### src/rtl/mtc_pkg.sv
`default_nettype none

package mtc_pkg;

  // opcodes of an input word
  typedef enum logic [2:0] {
    OP_TICK    = 3'd0,
    OP_ADVANCE = 3'd1,
    OP_SET     = 3'd2,
    OP_STAMP   = 3'd3,
    OP_LOCATE  = 3'd4
  } opcode_t;

  typedef enum logic {
    MSG_QUARTER = 1'b0,
    MSG_FULL    = 1'b1
  } msg_kind_t;

  typedef struct packed {
    logic [4:0] hours;
    logic [5:0] minutes;
    logic [5:0] seconds;
    logic [4:0] frames;
  } position_t;

  // one queued message: quarter frame uses piece_byte, full frame uses pos
  typedef struct packed {
    msg_kind_t  kind;
    logic [7:0] piece_byte;
    position_t  pos;
  } msg_t;

  typedef struct packed {
    logic push;
    msg_t msg;
  } push_t;

  localparam int         QUEUE_DEPTH_DEF = 2;
  localparam logic [7:0] INTERVAL_RESET  = 8'd40;
  localparam logic [8:0] ELAPSED_MAX     = 9'd511;
  localparam logic [4:0] FRAME_TOP       = 5'd24;
  localparam logic [5:0] SECOND_TOP      = 6'd59;
  localparam logic [5:0] MINUTE_TOP      = 6'd59;
  localparam logic [4:0] HOUR_TOP        = 5'd23;
  localparam logic [7:0] RATE_BITS       = 8'h20;

  localparam logic [7:0] QF_STATUS  = 8'hF1;
  localparam logic [7:0] SYX_START  = 8'hF0;
  localparam logic [7:0] SYX_ID     = 8'h7F;
  localparam logic [7:0] SYX_SUB    = 8'h01;
  localparam logic [7:0] SYX_END    = 8'hF7;

  localparam logic [3:0] QF_LAST_IDX   = 4'd1;
  localparam logic [3:0] FULL_LAST_IDX = 4'd9;

  function automatic logic [7:0] hour_byte(input position_t p);
    hour_byte = RATE_BITS | {3'b000, p.hours};
  endfunction

endpackage

`default_nettype wire

### src/rtl/mtc_front.sv
`default_nettype none

module mtc_front (
  input  wire logic             clk,
  input  wire logic             rst,
  input  wire logic             cfg_wen,
  input  wire logic [7:0]       cfg_wdata,
  input  wire logic             in_valid,
  output logic                  in_ready,
  input  wire logic [2:0]       opcode,
  input  wire logic [4:0]       set_hours,
  input  wire logic [5:0]       set_minutes,
  input  wire logic [5:0]       set_seconds,
  input  wire logic [4:0]       set_frames,
  input  wire logic             q_full,
  output mtc_pkg::push_t        push
);

  logic [7:0]         interval;
  logic [8:0]         elapsed, elapsed_next;
  logic [2:0]         piece, piece_next;
  mtc_pkg::position_t pos_now, pos_now_next;
  mtc_pkg::position_t pos_latched, pos_latched_next;

  logic               accept;
  mtc_pkg::opcode_t   op;
  mtc_pkg::position_t set_pos;
  mtc_pkg::position_t adv_pos;
  mtc_pkg::position_t qf_src;
  logic [8:0]         elapsed_inc;
  logic               qf_fire;
  logic [7:0]         qf_val;
  logic [3:0]         qf_nib;

  assign in_ready = !q_full;
  assign accept   = in_valid && !q_full;
  assign op       = mtc_pkg::opcode_t'(opcode);
  assign set_pos  = '{hours: set_hours, minutes: set_minutes,
                      seconds: set_seconds, frames: set_frames};

  // millisecond counter saturates at its top
  assign elapsed_inc = elapsed + {8'd0, (elapsed != mtc_pkg::ELAPSED_MAX)};
  assign qf_fire     = elapsed_inc > {1'b0, interval};

  // piece 0 takes a fresh copy of the position
  assign qf_src = (piece == 3'd0) ? pos_now : pos_latched;

  always_comb begin
    unique case (piece[2:1])
      2'd0: qf_val = {3'd0, qf_src.frames};
      2'd1: qf_val = {2'd0, qf_src.seconds};
      2'd2: qf_val = {2'd0, qf_src.minutes};
      default: qf_val = mtc_pkg::hour_byte(qf_src);
    endcase
    qf_nib = piece[0] ? qf_val[7:4] : qf_val[3:0];
  end

  // frame advance with wrap and carry; values at or over the top wrap too
  always_comb begin
    adv_pos = pos_now;
    if (pos_now.frames < mtc_pkg::FRAME_TOP) begin
      adv_pos.frames = pos_now.frames + 5'd1;
    end else begin
      adv_pos.frames = '0;
      if (pos_now.seconds < mtc_pkg::SECOND_TOP) begin
        adv_pos.seconds = pos_now.seconds + 6'd1;
      end else begin
        adv_pos.seconds = '0;
        if (pos_now.minutes < mtc_pkg::MINUTE_TOP) begin
          adv_pos.minutes = pos_now.minutes + 6'd1;
        end else begin
          adv_pos.minutes = '0;
          adv_pos.hours   = (pos_now.hours < mtc_pkg::HOUR_TOP) ?
                            pos_now.hours + 5'd1 : 5'd0;
        end
      end
    end
  end

  always_comb begin
    elapsed_next     = elapsed;
    piece_next       = piece;
    pos_now_next     = pos_now;
    pos_latched_next = pos_latched;
    push.push           = 1'b0;
    push.msg.kind       = mtc_pkg::MSG_FULL;
    push.msg.piece_byte = {1'b0, piece, qf_nib};
    push.msg.pos        = pos_now;
    if (accept) begin
      unique case (op)
        mtc_pkg::OP_TICK: begin
          if (qf_fire) begin
            elapsed_next     = elapsed_inc - {1'b0, interval};
            pos_latched_next = qf_src;
            piece_next       = piece + 3'd1;
            push.push        = 1'b1;
            push.msg.kind    = mtc_pkg::MSG_QUARTER;
          end else begin
            elapsed_next = elapsed_inc;
          end
        end
        mtc_pkg::OP_ADVANCE: begin
          pos_now_next = adv_pos;
        end
        mtc_pkg::OP_SET: begin
          pos_now_next = set_pos;
        end
        mtc_pkg::OP_STAMP: begin
          piece_next = '0;
          push.push  = 1'b1;
        end
        mtc_pkg::OP_LOCATE: begin
          pos_now_next = set_pos;
          piece_next   = '0;
          push.push    = 1'b1;
          push.msg.pos = set_pos;
        end
        default: begin
        end
      endcase
    end
  end

  always_ff @(posedge clk) begin
    if (rst) begin
      interval    <= mtc_pkg::INTERVAL_RESET;
      elapsed     <= '0;
      piece       <= '0;
      pos_now     <= '0;
      pos_latched <= '0;
    end else begin
      if (cfg_wen) begin
        interval <= cfg_wdata;
      end
      elapsed     <= elapsed_next;
      piece       <= piece_next;
      pos_now     <= pos_now_next;
      pos_latched <= pos_latched_next;
    end
  end

endmodule

`default_nettype wire

### src/rtl/mtc_queue.sv
`default_nettype none

module mtc_queue #(
  parameter int DEPTH = mtc_pkg::QUEUE_DEPTH_DEF
) (
  input  wire logic           clk,
  input  wire logic           rst,
  input  wire mtc_pkg::push_t push,
  input  wire logic           pop,
  output logic                full,
  output logic                empty,
  output mtc_pkg::msg_t       head
);

  localparam int PTR_W = (DEPTH > 1) ? $clog2(DEPTH) : 1;
  localparam int CNT_W = $clog2(DEPTH + 1);
  localparam logic [PTR_W-1:0] PTR_LAST = PTR_W'(DEPTH - 1);
  localparam logic [CNT_W-1:0] CNT_FULL = CNT_W'(DEPTH);

  mtc_pkg::msg_t    mem [DEPTH];
  logic [PTR_W-1:0] wr_ptr, rd_ptr;
  logic [CNT_W-1:0] count;
  logic             do_push, do_pop;

  assign full    = (count == CNT_FULL);
  assign empty   = (count == '0);
  assign do_push = push.push && !full;
  assign do_pop  = pop && !empty;
  assign head    = mem[rd_ptr];

  always_ff @(posedge clk) begin
    if (do_push) begin
      mem[wr_ptr] <= push.msg;
    end
  end

  always_ff @(posedge clk) begin
    if (rst) begin
      wr_ptr <= '0;
      rd_ptr <= '0;
      count  <= '0;
    end else begin
      if (do_push) begin
        wr_ptr <= (wr_ptr == PTR_LAST) ? '0 : wr_ptr + 1'b1;
      end
      if (do_pop) begin
        rd_ptr <= (rd_ptr == PTR_LAST) ? '0 : rd_ptr + 1'b1;
      end
      if (do_push && !do_pop) begin
        count <= count + 1'b1;
      end else if (do_pop && !do_push) begin
        count <= count - 1'b1;
      end
    end
  end

endmodule

`default_nettype wire

### src/rtl/mtc_back.sv
`default_nettype none

module mtc_back (
  input  wire logic          clk,
  input  wire logic          rst,
  input  wire mtc_pkg::msg_t head,
  input  wire logic          empty,
  output logic               pop,
  output logic               out_valid,
  input  wire logic          out_ready,
  output logic [7:0]         midi_byte,
  output logic               last_byte
);

  logic [3:0] idx;
  logic [7:0] byte_now;
  logic       last_now;
  logic       load;

  always_comb begin
    if (head.kind == mtc_pkg::MSG_QUARTER) begin
      byte_now = (idx == 4'd0) ? mtc_pkg::QF_STATUS : head.piece_byte;
      last_now = (idx == mtc_pkg::QF_LAST_IDX);
    end else begin
      unique case (idx)
        4'd0:       byte_now = mtc_pkg::SYX_START;
        4'd1, 4'd2: byte_now = mtc_pkg::SYX_ID;
        4'd3, 4'd4: byte_now = mtc_pkg::SYX_SUB;
        4'd5:       byte_now = mtc_pkg::hour_byte(head.pos);
        4'd6:       byte_now = {2'd0, head.pos.minutes};
        4'd7:       byte_now = {2'd0, head.pos.seconds};
        4'd8:       byte_now = {3'd0, head.pos.frames};
        default:    byte_now = mtc_pkg::SYX_END;
      endcase
      last_now = (idx == mtc_pkg::FULL_LAST_IDX);
    end
  end

  assign load = !empty && (!out_valid || out_ready);
  assign pop  = load && last_now;

  always_ff @(posedge clk) begin
    if (rst) begin
      idx       <= '0;
      out_valid <= 1'b0;
    end else begin
      if (load) begin
        idx       <= last_now ? 4'd0 : idx + 4'd1;
        out_valid <= 1'b1;
      end else if (out_ready) begin
        out_valid <= 1'b0;
      end
    end
  end

  always_ff @(posedge clk) begin
    if (load) begin
      midi_byte <= byte_now;
      last_byte <= last_now;
    end
  end

endmodule

`default_nettype wire

### src/rtl/midi_timecode_generator.sv
`default_nettype none

// midi timecode generator, 25 fps. each input word carries an opcode: ms tick,
// frame advance, position set, full-frame stamp, or locate (set then stamp).
// the front end takes one word per cycle while the message queue has room,
// updates the position, ms counter and quarter-frame piece index at once, and
// queues any message it causes. the back end sends queued messages one byte
// per cycle while out_ready is high, through a registered output stage: a
// quarter frame is 2 bytes, a full-frame sysex 10. the output byte rate of
// one per cycle is what bounds sustained rate when messages are dense;
// QUEUE_DEPTH sets how many messages may wait.
// the interval register is written through cfg_wen/cfg_wdata with no wait.
module midi_timecode_generator #(
  parameter int QUEUE_DEPTH = mtc_pkg::QUEUE_DEPTH_DEF
) (
  input  wire logic       clk,
  input  wire logic       rst,
  // interval register write
  input  wire logic       cfg_wen,
  input  wire logic [7:0] cfg_wdata,
  // input words
  input  wire logic       in_valid,
  output logic            in_ready,
  input  wire logic [2:0] opcode,
  input  wire logic [4:0] set_hours,
  input  wire logic [5:0] set_minutes,
  input  wire logic [5:0] set_seconds,
  input  wire logic [4:0] set_frames,
  // output bytes
  output logic            out_valid,
  input  wire logic       out_ready,
  output logic [7:0]      midi_byte,
  output logic            last_byte
);

  mtc_pkg::push_t push;
  mtc_pkg::msg_t  head;
  logic           q_full;
  logic           q_empty;
  logic           q_pop;

  // front end: state update and message classification
  mtc_front u_front (
    .clk         (clk),
    .rst         (rst),
    .cfg_wen     (cfg_wen),
    .cfg_wdata   (cfg_wdata),
    .in_valid    (in_valid),
    .in_ready    (in_ready),
    .opcode      (opcode),
    .set_hours   (set_hours),
    .set_minutes (set_minutes),
    .set_seconds (set_seconds),
    .set_frames  (set_frames),
    .q_full      (q_full),
    .push        (push)
  );

  // message queue between the two halves
  mtc_queue #(
    .DEPTH (QUEUE_DEPTH)
  ) u_queue (
    .clk   (clk),
    .rst   (rst),
    .push  (push),
    .pop   (q_pop),
    .full  (q_full),
    .empty (q_empty),
    .head  (head)
  );

  // back end: byte serialiser and output register
  mtc_back u_back (
    .clk       (clk),
    .rst       (rst),
    .head      (head),
    .empty     (q_empty),
    .pop       (q_pop),
    .out_valid (out_valid),
    .out_ready (out_ready),
    .midi_byte (midi_byte),
    .last_byte (last_byte)
  );

`ifndef NO_ASSERTIONS
  // a stamp or locate always leaves a message waiting
  a_stamp_queued: assert property (@(posedge clk) disable iff (rst)
    in_valid && in_ready &&
    (opcode == mtc_pkg::OP_STAMP || opcode == mtc_pkg::OP_LOCATE) |=> !q_empty)
    else $error("stamp accepted but queue empty");

  // a message ends either in sysex end or in a quarter-frame data byte
  a_last_byte: assert property (@(posedge clk) disable iff (rst)
    out_valid && last_byte |-> (midi_byte == mtc_pkg::SYX_END) || !midi_byte[7])
    else $error("bad final byte");

  // input is held off exactly while the queue is full
  a_ready_full: assert property (@(posedge clk) disable iff (rst)
    in_ready == !q_full)
    else $error("input ready disagrees with queue state");
`endif

endmodule

`default_nettype wire

### config.mk
export PLATFORM = sky130hd
export DESIGN_NAME = midi_timecode_generator
export DESIGN_NICKNAME = d
export VERILOG_FILES = /design/src/rtl/mtc_pkg.sv /design/src/rtl/mtc_front.sv /design/src/rtl/mtc_queue.sv /design/src/rtl/mtc_back.sv /design/src/rtl/midi_timecode_generator.sv
export SDC_FILE = /design/constraint.sdc
export NUM_CORES = 1
export LEC_CHECK = 0
export ABC_CLOCK_PERIOD_IN_PS = 16300
export BUFFER_PORTS_ARGS = -buffer_cell sky130_fd_sc_hd__clkbuf_2
export CORE_UTILIZATION = 55
export DETAILED_ROUTE_END_ITERATION = 16
export PLACE_DENSITY = 0.79
export SYNTH_ARGS = -nofsm -noshare
export SYNTH_HDL_FRONTEND = slang
export SYNTH_SLANG_ARGS = --single-unit
### constraint.sdc
create_clock -name clk -period 16.3 [get_ports clk]
set_clock_uncertainty 0.2 [all_clocks]
set_input_delay 2.445 -clock clk [delete_from_list [all_inputs] [get_ports clk]]
set_output_delay 2.445 -clock clk [all_outputs]
set_load 0.005 [all_outputs]
# Word-level counts from Yosys, hierarchy flattened
# Memory sizes are Yosys's and may differ from the RTL's. A register that Yosys moved wholly into a read port is not among the register bits.
# Cells that the tools add are included.
[totals]
ramBits = 60
output_inout_bits = 11
word_cells = 125
n_memories = 1
regBits = 82
[memory_table]
columns = ["name", "depth", "width", "rd", "rd_ports_with_merged_regs", "wr", "line_no", "rtl"]
rows = [
  ["u_queue.mem", 2, 30, 1, 1, 1, "mtc_queue.sv:20", "mtc_pkg::msg_t mem [DEPTH];"],
]
[op_classes]
addsub = 12
n_eq_ne = 21
muxes = 35
order_cmp = 5
reduce_logical = 33
[op_table]
columns = ["operator", "count"]
rows = [
  ["$mux 22", 3],
  ["$pmux 8 s7", 1],
  ["$pmux 22 s2", 1],
  ["$pmux 6 s3", 1],
  ["$mux 17", 1],
  ["$eq 4x3->1 const B", 4],
  ["$mux 8", 2],
  ["$mux 5", 3],
  ["$add 6x1->6 const B", 2],
  ["$lt 6x6->1 const B", 2],
  ["$mux 6", 2],
  ["$mux 11", 1],
  ["$add 5x1->5 const B", 2],
  ["$lt 5x5->1 const B", 2],
  ["$mux 1", 10],
  ["$add 9x1->9", 1],
  ["$gt 9x8->1", 1],
  ["$mux 9", 1],
  ["$ne 9x9->1 const B", 1],
  ["$reduce_and 3->1", 3],
  ["$sub 9x8->9", 1],
  ["$eq 4x2->1 const B", 2],
  ["$eq 4x4->1 const B", 2],
  ["$mux 2", 4],
  ["other kinds (28)", 53],
]

# Depth between registers and ports, before layout
# Gate-level depths: netlist of run 1.
[logic_depth]
ltp_word = 11
mapped_depth = 19
ltp_nobuf = 18

# Hierarchy
# Synthesis of run 1 repeated with hierarchy kept, for this count alone.
[hier_totals]
hier_cells = 748
hier_area_um2 = 7759.9
[modules_own_cells]
columns = ["module", "instances", "area_each_um2", "cells_each", "seq_area_each_um2"]
rows = [
  ["mtc_front", 1, 4406.7, 530, 1281.2],
  ["mtc_queue", 1, 2443.6, 121, 1961.9],
  ["mtc_back", 1, 909.6, 97, 370.4],
]

# Worst setup path before layout of run 1
# No wires, ideal clock.
[synth_path]
path_type = "input port to flip-flop"
from = "in opcode[1]"
to = "mem u_queue.mem[1][0] in the netlist's numbering, enable pin"
t_required_ns = 15.634
arrival_ns = 5.504
slack_ns = 10.131
stages = 6
setup_ns = 0.466
path_cell_list = "nor3_1 nand3_2 nor2_4 inv_4 buf_6 a21boi_0"
[synth_between]
elab_chain_len = 7
elab_cells_between_ends = 9
cone_classes = "eq/ne (2); mux (4); reduce/logical (3)"
[synth_lines]
columns = ["element", "line_no", "rtl"]
rows = [
  ["start: declaration", "midi_timecode_generator.sv:24", "input wire logic [2:0] opcode,"],
  ["$eq 3x2->1 / $eq 3x3->1 (equally long branches)", "mtc_front.sv:90", "unique case (op)"],
  ["$reduce_or 2->1 (no source line)", "n/a", ""],
  ["$pmux 1 s2 *", "mtc_front.sv:90", ""],
  ["$mux 2 *", "mtc_front.sv:89", "if (accept) begin"],
  ["$logic_and 1x1->1 *", "mtc_queue.sv:27", "assign do_push = push.push && !full;"],
  ["$mux 1 *", "mtc_queue.sv:32", "if (do_push) begin"],
  ["$mux 1 (not written as such) *", "mtc_queue.sv:33", "mem[wr_ptr] <= push.msg;"],
  ["end: declaration", "mtc_queue.sv:20", ""],
]
# Mark *: on every way between the ends. The rest lies on a longest branch, timed or not.

# Final worst setup path of run 1
[layout_path]
from = "reg u_front.elapsed[2]"
to = "reg u_queue.count[1]"
[layout_between]
elab_chain_len = 10
elab_cells_between_ends = 12
cone_classes = "add/sub (1); order compare (1); eq/ne (1); mux (4); reduce/logical (5)"
[layout_lines]
columns = ["element", "line_no", "rtl"]
rows = [
  ["start: declaration", "mtc_front.sv:20", "logic [8:0] elapsed, elapsed_next;"],
  ["start signal: assignment", "mtc_front.sv:135", "elapsed <= elapsed_next;"],
  ["$ne 9x9->1", "mtc_front.sv:42", "assign elapsed_inc = elapsed + {8'd0, (elapsed != mtc_pkg::ELAPSED_MAX)};"],
  ["$add 9x1->9 *", "mtc_front.sv:42", ""],
  ["$gt 9x8->1 *", "mtc_front.sv:43", "assign qf_fire = elapsed_inc > {1'b0, interval};"],
  ["$mux 2 *", "mtc_front.sv:92", "if (qf_fire) begin"],
  ["$pmux 1 s2 *", "mtc_front.sv:90", ""],
  ["$mux 2 *", "mtc_front.sv:89", ""],
  ["$logic_and 1x1->1 *", "mtc_queue.sv:27", ""],
  ["via u_queue.do_push", "mtc_queue.sv:23", "logic do_push, do_pop;"],
  ["$logic_not 1->1", "mtc_queue.sv:51", "end else if (do_pop && !do_push) begin"],
  ["$logic_and 1x1->1", "mtc_queue.sv:51", ""],
  ["$reduce_bool 2->1 (no source line)", "n/a", ""],
  ["end signal: assignment", "mtc_queue.sv:50", "count <= count + 1'b1;"],
  ["end signal: assignment", "mtc_queue.sv:52", "count <= count - 1'b1;"],
  ["end: declaration", "mtc_queue.sv:22", "logic [CNT_W-1:0] count;"],
]
# The timed path passes the listed nets; every way through them passes the cells marked *.
# A chain may end at the register's enable or synchronous reset.

==> impl_metrics.json, run 1 <==
{
  "overflow": 0,
  "syn_nets": 813,
  "end_kind": "register",
  "stdcell_area_um2": 8310,
  "wl_per_cell_um": 18.7,
  "core-area_um2": 13200,
  "drt_iter0_markers": 593,
  "route.vias.total": 6049,
  "cts_inserted_buffers": 17,
  "place.gp.congestion": 0.906,
  "cts_resized": 0,
  "synthTopCellsByArea": "edfxtp_1 28%, dfxtp_1 20%, mux2i_1 5.4%, ha_1 3.7%, a21oi_1 3.6%",
  "grt_setup_unrepaired": "false",
  "synthCells": 752,
  "slew_headroom_pct": 33.8,
  "drv_cap": 0,
  "synthArstFlopShare_pct": 0,
  "synth_fa_ha_area_share_pct": 3.98,
  "worst_slack_ps": 11860,
  "yosys_warnings": 0,
  "num_rows": 42,
  "initial_core_util_pct": 56.2,
  "die-width_um": 118,
  "synth_area_um2": 7420,
  "io_pins": 49,
  "first_global_vias": 5563,
  "yosys.area_share.simple_pct": 15.0,
  "post_synth_num_cell_types": 66,
  "worst_pin_slew_ps": 991,
  "insertion_delay_ps": 430,
  "antenna_found_initial": 0,
  "critical_path_class": "reg -> reg",
  "clock-sinks": 143,
  "layout.nets": 843,
  "ant_nets": 0,
  "synth_edf_count": 69,
  "grt_max_degree": 69,
  "yosysMostFrequentCell": "dfxtp_1",
  "synth_area_per_cell_um2": 9.86,
  "p_leak_nw": 2.99,
  "die_area_um2": 14000,
  "dpl.hpwl_um": 12900,
  "drive_gt1_share_pct": 14.8,
  "postCtsSetupRepairBufs": 0,
  "htree_levels": 4,
  "ys_seq_area_share_pct": 47.9,
  "cts-hold-fix-buffers": 0,
  "post-route-min-period_ps": 4440,
  "worstSetupStartpointType": "register",
  "grt_pass1_wl_um": 29000,
  "routed_wl_um": 18200,
  "worst_ep_required_time_ps": 16450,
  "crit_fanout": 55,
  "synth_common_cells": "74 x dfxtp_1, 69 x edfxtp_1, 62 x nor2_1",
  "synth_top_family_by_area": "compound AO/OA/AOI/OAI gates",
  "drc_errors": 0,
  "timing.final.max_slew_violations": 0,
  "fin_tns_setup_ps": 0,
  "fmax_mhz": 225,
  "ys_ff_latch": 143,
  "die_h_um": 118,
  "hold_class": "reg -> reg",
  "track_usage_pct": 27.2,
  "setup_viol": 0,
  "hold_violations": 0,
  "cts_root_buf": "clkbuf_16",
  "yosys.area.top_type_share_pct": 27.9,
  "syn_to_final_growth_pct": 12.1,
  "hold_ws_ps": 275,
  "cts_tree": "yes",
  "synth-compound-area-share_pct": 16.3,
  "dpl_cell_area_um2": 7740,
  "synthXorXnorAreaFrac_pct": 2.60,
  "dp_slack_ps": 11590,
  "io_buffers": 48,
  "drt_pass1_iterations": 6,
  "vdd_drop_max_mv": 0.0829,
  "status": "completed",
  "worstPathArrival_ps": 4590,
  "vias_per_cell": 6.23,
  "synth_mux_area_share_pct": 9.65,
  "synth.largest_area_cell": "edfxtp_1",
  "synthFlopType": "dfxtp_1",
  "period_share_pct": 27.2,
  "power_density_nw_per_um2": 106,
  "fin_util_pct": 63.0,
  "clk_pin_slew_ps": 60,
  "diodes": 0,
  "clk_path_buf_depth": 2
}
flip-flops by register name, summed over array words and instances (netlist names), 2 cells and up, named ones only:
name / cells
u_front.interval: 8
u_front.pos_now: 22
u_queue.count: 2
u_back.idx: 4
u_front.piece: 3
u_front.elapsed: 9
u_back.midi_byte: 8
u_queue.mem: 60
u_front.pos_latched: 22
final timing paths:
path	end	slack, ps	from	cells past startpoint
min	u_front.pos_latched[9]	270	u_front.pos_latched[9]	2
max	u_queue.count[1]	11860	u_front.elapsed[2]	16
max reg2reg	u_queue.count[1]	11860	u_front.elapsed[2]	16
min reg2reg	u_front.pos_latched[9]	270	u_front.pos_latched[9]	2
cell families after synthesis:
family | Yosys count
AO/OA/AOI/OAI | 193
XOR/XNOR | 22
adder cells (fa/ha/maj) | 23
buffers and inverters | 82
flip-flops | 143
multiplexers | 66
AND/OR/NAND/NOR | 223
report_power, final:
group | total (mW) | switching (mW) | internal (mW)
Combinational | 0.103 | 0.0626 | 0.0402
Clock | 0.378 | 0.149 | 0.230
Sequential | 0.404 | 0.0109 | 0.393
critical path: stages, from the launching register on:
cell     delay (ps)
dfxtp_1         440
and4_1          280
nand4_1         140
ha_1            220
ha_1            250
nand2_1         100
xnor2_1         110
ha_1            400
nand3_1         150
or3_4           430
a21oi_2         260
nor2_4           70
inv_4           330
nand2_1         100
ha_1            330
or3_1           390
a21oi_1         180
final cells by class:
class | count | area [um2]
fillers | 1012 | 4880
inverters | 39 | 149
clock buffers | 23 | 458
well taps | 176 | 220
flip-flops and latches | 143 | 3550
multi-input cells | 527 | 3530
clock inverters | 9 | 115
repair buffers | 54 | 285
stage by stage:
step                      instances  power, mW
after floorplan                 752      0.479
after global placement          939      0.507
after detailed placement        939      0.512
after CTS                       971      0.887
after global routing            971      0.916
final                           971      0.885
per-layer routing:
layer / wire length [um] / global-route usage, % / vias to the layer above
met5: 0 / 0 / -
met4: 436 / 11.9 / 0
met3: 1380 / 5.86 / 44
met2: 8820 / 44.0 / 260
met1: 7550 / 34.9 / 2921
li1: - / - / 2824
cells in the final DEF, fill, tap and decap left out, types with 5 or more instances in the layout:
cell type / count
inv_1: 38
or3_1: 25
edfxtp_1: 69
nand2b_1: 11
xnor2_1: 15
nand4_1: 6
and3_1: 5
ha_1: 22
nor2b_1: 5
a311oi_1: 6
clkbuf_16: 17
nor2_1: 62
dfxtp_1: 74
a211oi_1: 22
mux2_2: 24
clkbuf_1: 5
o22ai_1: 11
o211ai_1: 8
nor3_1: 10
nand2_1: 43
xor2_1: 7
and2_1: 5
nand3_1: 32
o21ai_0: 48
clkbuf_2: 48
a31oi_1: 6
buf_4: 6
mux2i_1: 40
a21oi_1: 53
(Power assumes the default switching activity.)
==> inputs of run 2 (changes only) <==
Settings changed: ABC_AREA set to 1, ABC_CLOCK_PERIOD_IN_PS 16300 to 4400.
Clock period 16.3 ns to 4.4 ns, I/O delays scaled along.
==> impl_metrics.json, run 2 <==
{
  "status": "completed",
  "syn_to_final_growth_pct": 12.3,
  "period_share_pct": 88.5,
  "routed_wl_um": 17300,
  "final_common_cell": "nand2_1",
  "cts-hold-fix-buffers": 0,
  "dp_slack_ps": 549,
  "synth_edf_count": 69,
  "p_leak_nw": 3.51,
  "synth_area_um2": 7610,
  "vdd_drop_max_mv": 0.232,
  "core-area_um2": 13300,
  "diodes": 0,
  "yosys_warnings": 0,
  "end_kind": "register",
  "hold_class": "in -> reg",
  "cts_root_buf": "clkbuf_16",
  "regMostFlops": "u_queue.mem",
  "antenna_found_initial": 0,
  "cts_inserted_buffers": 17,
  "worst_slack_ps": 507,
  "largest_reg_flops": 60,
  "io_buffers": 48,
  "grt_setup_unrepaired": "false",
  "yosysMostFrequentCell": "nand2_1",
  "synthTopCellsByArea": "edfxtp_1 27%, dfxtp_1 19%, nand2_1 12%, a21oi_1 6.0%, o21ai_0 5.1%",
  "drt_iter0_markers": 789,
  "clk_path_buf_depth": 2,
  "clock_power_share_pct": 43.1,
  "p_int_mw": 2.35,
  "clk_pin_slew_ps": 60,
  "route.vias.total": 6452,
  "ys_ff_latch": 143,
  "timing.final.max_slew_violations": 0,
  "dpl_cell_area_um2": 7990,
  "critical_path_class": "reg -> reg",
  "grt_max_degree": 38,
  "wl_per_cell_um": 14.6,
  "power_density_nw_per_um2": 371,
  "drv_cap": 0,
  "cts_resized": 0,
  "setup_viol": 0,
  "worst_ep_required_time_ps": 4490,
  "io_pins": 49,
  "postCtsSetupRepairBufs": 0,
  "slew_headroom_pct": 28.6,
  "mostFrequentLayoutCells": "244 x nand2_1, 102 x inv_1, 91 x a21oi_1, 77 x o21ai_0, 74 x dfxtp_1",
  "synthCells": 952,
  "die_h_um": 120,
  "cts_tree": "yes",
  "power.share.combinational_pct": 10.4,
  "largest_registers": "u_queue.mem x60, u_front.pos_latched x22, u_front.pos_now x22",
  "dpl.hpwl_um": 12300,
  "post-route-min-period_ps": 3890,
  "drive_gt1_share_pct": 14.0,
  "synthArstFlopShare_pct": 0,
  "worstPathArrival_ps": 3980,
  "hold_violations": 0,
  "track_usage_pct": 25.8,
  "switchingPower_uw": 821,
  "ant_nets": 0,
  "swShare_pct": 25.9,
  "num_rows": 42,
  "overflow": 0,
  "ys_seq_area_share_pct": 46.7,
  "grt_pass1_wl_um": 28800,
  "worst_pin_slew_ps": 1070,
  "initial_core_util_pct": 57.0,
  "p_seq_share_pct": 46.4,
  "fmax_mhz": 257,
  "vias_per_cell": 5.44,
  "worstSetupStartpointType": "register",
  "synthFlopType": "dfxtp_1",
  "htree_levels": 4,
  "crit_fanout": 31,
  "syn_nets": 1013,
  "synth.largest_area_cell": "edfxtp_1",
  "synth_area_per_cell_um2": 7.99,
  "synth_common_cells": "244 x nand2_1, 102 x inv_1, 91 x a21oi_1",
  "drc_errors": 0,
  "first_global_vias": 5930,
  "nFillCells": 1149,
  "fin_tns_setup_ps": 0,
  "place.gp.congestion": 0.876,
  "die-width_um": 120,
  "die_area_um2": 14300,
  "clock-sinks": 143,
  "insertion_delay_ps": 430,
  "layout.nets": 1057,
  "stdcell_area_um2": 8550,
  "yosys.area.top_type_share_pct": 27.2,
  "drt_pass1_iterations": 5,
  "post_synth_num_cell_types": 49
}
## run 2: cell types whose count changed after synthesis, moves of 25 or more
cell and delta:
a21oi_1 +37, inv_1 +64, mux2i_1 -38, nand2_1 +201, o21ai_0 +29, or3_1 -25
## run 2: worst paths after layout
| path | startpoint | end | slack (ps) | depth (start not counted) |
|---|---|---|---|---|
| max | u_front.elapsed[2] | u_front.pos_latched[0] | 510 | 21 |
| min | cfg_wdata[5] | u_front.interval[5] | 250 | 3 |
| max reg2reg | u_front.elapsed[2] | u_front.pos_latched[0] | 510 | 21 |
| min reg2reg | u_front.pos_latched[7] | u_front.pos_latched[7] | 270 | 2 |
## run 2: per-layer routing
layer,vias up,global-route usage (%),part of all wire [%]
li1,3241,-,-
met1,2952,35.7,46
met2,231,40.3,46
met3,28,4.37,6.0
met4,0,10.1,2.2
met5,-,0,0
## run 2: final cells by class
class	count	area, um2	share of cell area [%]
inverters	109	409	4.79
well taps	176	220	2.58
multi-input cells	665	3470	40.6
repair buffers	60	330	3.86
clock buffers	19	433	5.07
clock inverters	13	128	1.49
flip-flops and latches	143	3550	41.6
## run 2: through the flow
step / total power, mW / hold WS [ps] / util [%] / cells
final: 3.17 / 251 / 64.0 / 1185
after global routing: 3.30 / 276 / 64.0 / 1185
after CTS: 3.19 / 240 / 64.0 / 1185
after detailed placement: 1.83 / 255 / 59.8 / 1153
after global placement: 1.82 / 252 / 59.8 / 1153
after floorplan: 1.72 / 220 / - / 952
## run 2: cell families (layout without fill, tap and decap cells)
| logic type | Yosys count | count (layout) | synth area share (%) |
|---|---|---|---|
| AOI/OAI and AO/OA | 212 | 212 | 15.5 |
| xor gates and xnor gates | 17 | 17 | 1.96 |
| adders and majority gates | 23 | 23 | 3.88 |
| DFF | 143 | 143 | 46.7 |
| buffers and inverters | 144 | 201 | 7.71 |
| and+or+nand+nor | 407 | 407 | 23.4 |
| muxes | 6 | 6 | 0.855 |
## run 2: power groups by stage
stage	Combinational, mW	Sequential (mW)	Clock (mW)
after floorplan	0.222	1.50	0
after CTS	0.328	1.47	1.39
after global routing	0.373	1.48	1.44
after global placement	0.320	1.50	0
final	0.331	1.47	1.37
after detailed placement	0.325	1.50	0
## run 2: worst max-delay path: stages (launching register included)
cell and delay, ps:
dfxtp_1 390, nand2_1 90, nor2_1 130, nand4_1 140, ha_1 210, ha_1 210
nand2_2 110, nor3_1 70, xnor2_1 210, inv_1 70, ha_1 340, nand2_1 100
nand2_1 70, nand2_1 60, nand2_1 60, nor2_2 110, nand2_2 160, nand3_4 110
buf_4 430, inv_2 290, nand2_1 140, a21oi_1 70
==> inputs of run 3 (changes only) <==
Settings changed: CTS_BUF_LIST set to sky130_fd_sc_hd__clkbuf_2.
==> impl_metrics.json, run 3 (synthesized netlist as in run 2, its figures left out) <==
{
  "ant_nets": 0,
  "clk_pin_slew_ps": 200,
  "stdcell_area_um2": 8450,
  "worst_slack_ps": 519,
  "cts-hold-fix-buffers": 24,
  "power.share.combinational_pct": 13.6,
  "critical_path_class": "reg -> reg",
  "r2r_start": "u_front.elapsed[2]",
  "largest_reg_flops": 60,
  "antenna_found_initial": 1,
  "worstSetupStartpointType": "register",
  "mostFrequentLayoutCells": "244 x nand2_1, 102 x inv_1, 91 x a21oi_1, 77 x o21ai_0, 74 x dfxtp_1",
  "overflow": 0,
  "timing.final.max_slew_violations": 0,
  "drt_iter0_markers": 670,
  "initial_core_util_pct": 57.0,
  "crit_chain": "nand2_1 -> nor2_1 -> nand4_1 -> ha_1 -> ha_1 -> nand2_2 -> nor2_4 -> xor2_1 -> ha_1 -> nand2_1 -> nor2_1 -> nand2_1 -> nand3_1 -> nand3_1 -> nand2_2 -> nand3_4 -> nand2_1 -> inv_1 -> nor2_2 -> buf_4",
  "dpl_cell_area_um2": 7990,
  "largest_registers": "u_queue.mem x60, u_front.pos_latched x22, u_front.pos_now x22",
  "status": "completed",
  "fmax_mhz": 258,
  "cp_slowest_cell": "dfxtp_1",
  "wl_per_cell_um": 14.4,
  "clock-sinks": 143,
  "insertion_delay_ps": 740,
  "die_area_um2": 14300,
  "cts_tree": "yes",
  "multiInputGateArea_um2": 3470,
  "layout.nets": 1081,
  "route.vias.total": 6538,
  "htree_levels": 4,
  "drive_gt1_share_pct": 13.8,
  "clk_path_buf_depth": 2,
  "dpl.hpwl_um": 12300,
  "power_density_nw_per_um2": 302,
  "p_int_mw": 1.80,
  "p_seq_share_pct": 57.7,
  "io_buffers": 48,
  "startpoint": "u_front.elapsed[2]",
  "period_share_pct": 88.2,
  "worstHoldStart": "out_ready",
  "io_pins": 49,
  "setup_viol": 0,
  "worstPathArrival_ps": 4100,
  "hold_class": "in -> reg",
  "vdd_drop_max_mv": 0.186,
  "num_rows": 42,
  "nFillCells": 1177,
  "cts_root_buf": "clkbuf_2",
  "cts_resized": 0,
  "cts_inserted_buffers": 17,
  "grt_setup_unrepaired": "false",
  "die-width_um": 120,
  "end_kind": "register",
  "place.gp.congestion": 0.876,
  "drt_pass1_iterations": 5,
  "crit_family": "simple AND/OR/NAND/NOR gates",
  "core-area_um2": 13300,
  "crit_fanout": 30,
  "drc_errors": 0,
  "final_common_cell": "nand2_1",
  "regMostFlops": "u_queue.mem",
  "fin_util_pct": 63.3,
  "dp_slack_ps": 549,
  "swShare_pct": 29.5,
  "hold_violations": 0,
  "critPathBufInv": 2,
  "vias_per_cell": 5.40,
  "routed_wl_um": 17400,
  "drv_cap": 0,
  "crit_path_frequent_cell": "nand2_1",
  "track_usage_pct": 25.8,
  "grt_pass1_wl_um": 28900,
  "slew_headroom_pct": 28.6,
  "fin_tns_setup_ps": 0,
  "switchingPower_uw": 752,
  "post-route-min-period_ps": 3880,
  "seq_area_um2": 3550,
  "grt_max_degree": 38,
  "postCtsSetupRepairBufs": 0,
  "die_h_um": 120,
  "worst_ep_required_time_ps": 4620,
  "syn_to_final_growth_pct": 11.1,
  "worst_pin_slew_ps": 1070,
  "first_global_vias": 6019,
  "slowest_delay_ps": 440,
  "p_leak_nw": 3.48,
  "clock_power_share_pct": 28.6
}
==> run 3: cell count changes in the layout (fill, tap and decap cells not counted) <==
cell,change
clkbuf_1,-2
clkbuf_16,-17
clkbuf_2,+19
diode_2,+1
dlygate4sd3_1,+24
==> run 3: layout make-up <==
cell class / instances / area share, %
antenna: 1 / 0.0296
clock buffer: 19 / 1.13
clock inverter: 13 / 1.51
inverter: 109 / 4.84
multi-input combinational: 665 / 41.1
sequential: 143 / 42.0
tap: 176 / 2.61
timing repair buffer: 84 / 6.75
==> run 3: power by group through the flow <==
stage                     Clock (mW)  Sequential [mW]  Combinational, mW
after detailed placement           0             1.50              0.325
final                          0.730             1.47              0.348
after global placement             0             1.50              0.320
after CTS                      0.740             1.47              0.344
after floorplan                    0             1.50              0.222
after global routing           0.796             1.48              0.392
==> run 3: worst min-delay path, cell delays in order <==
cell	delay (ps)
clkbuf_2	80
nor2_1	50
nor2_1	110
nor2_1	40
==> run 3: metrics by stage <==
step,cells,power [mW],hold WS [ps]
final,1210,2.55,32.0
after global routing,1210,2.67,16.2
after CTS,1209,2.56,10.8
after detailed placement,1153,1.83,255
after global placement,1153,1.82,252
after floorplan,952,1.72,220
==> run 3: per-layer routing <==
metal / part of all wire [%] / GRT usage, % / vias to the layer above
met1: 45 / 35.6 / 2947
met3: 6.7 / 4.52 / 43
li1: - / - / 3294
met4: 3.1 / 11.2 / 0
met5: 0 / 0 / -
met2: 45 / 40.0 / 254
==> run 3: worst paths after layout <==
check | endpoint | slack (ps) | cells after the start
min reg2reg | u_front.pos_latched[4] | 280 | 2
max | u_queue.mem[0][15] | 520 | 20
min | u_back.out_valid | 30 | 4
max reg2reg | u_queue.mem[0][15] | 520 | 20
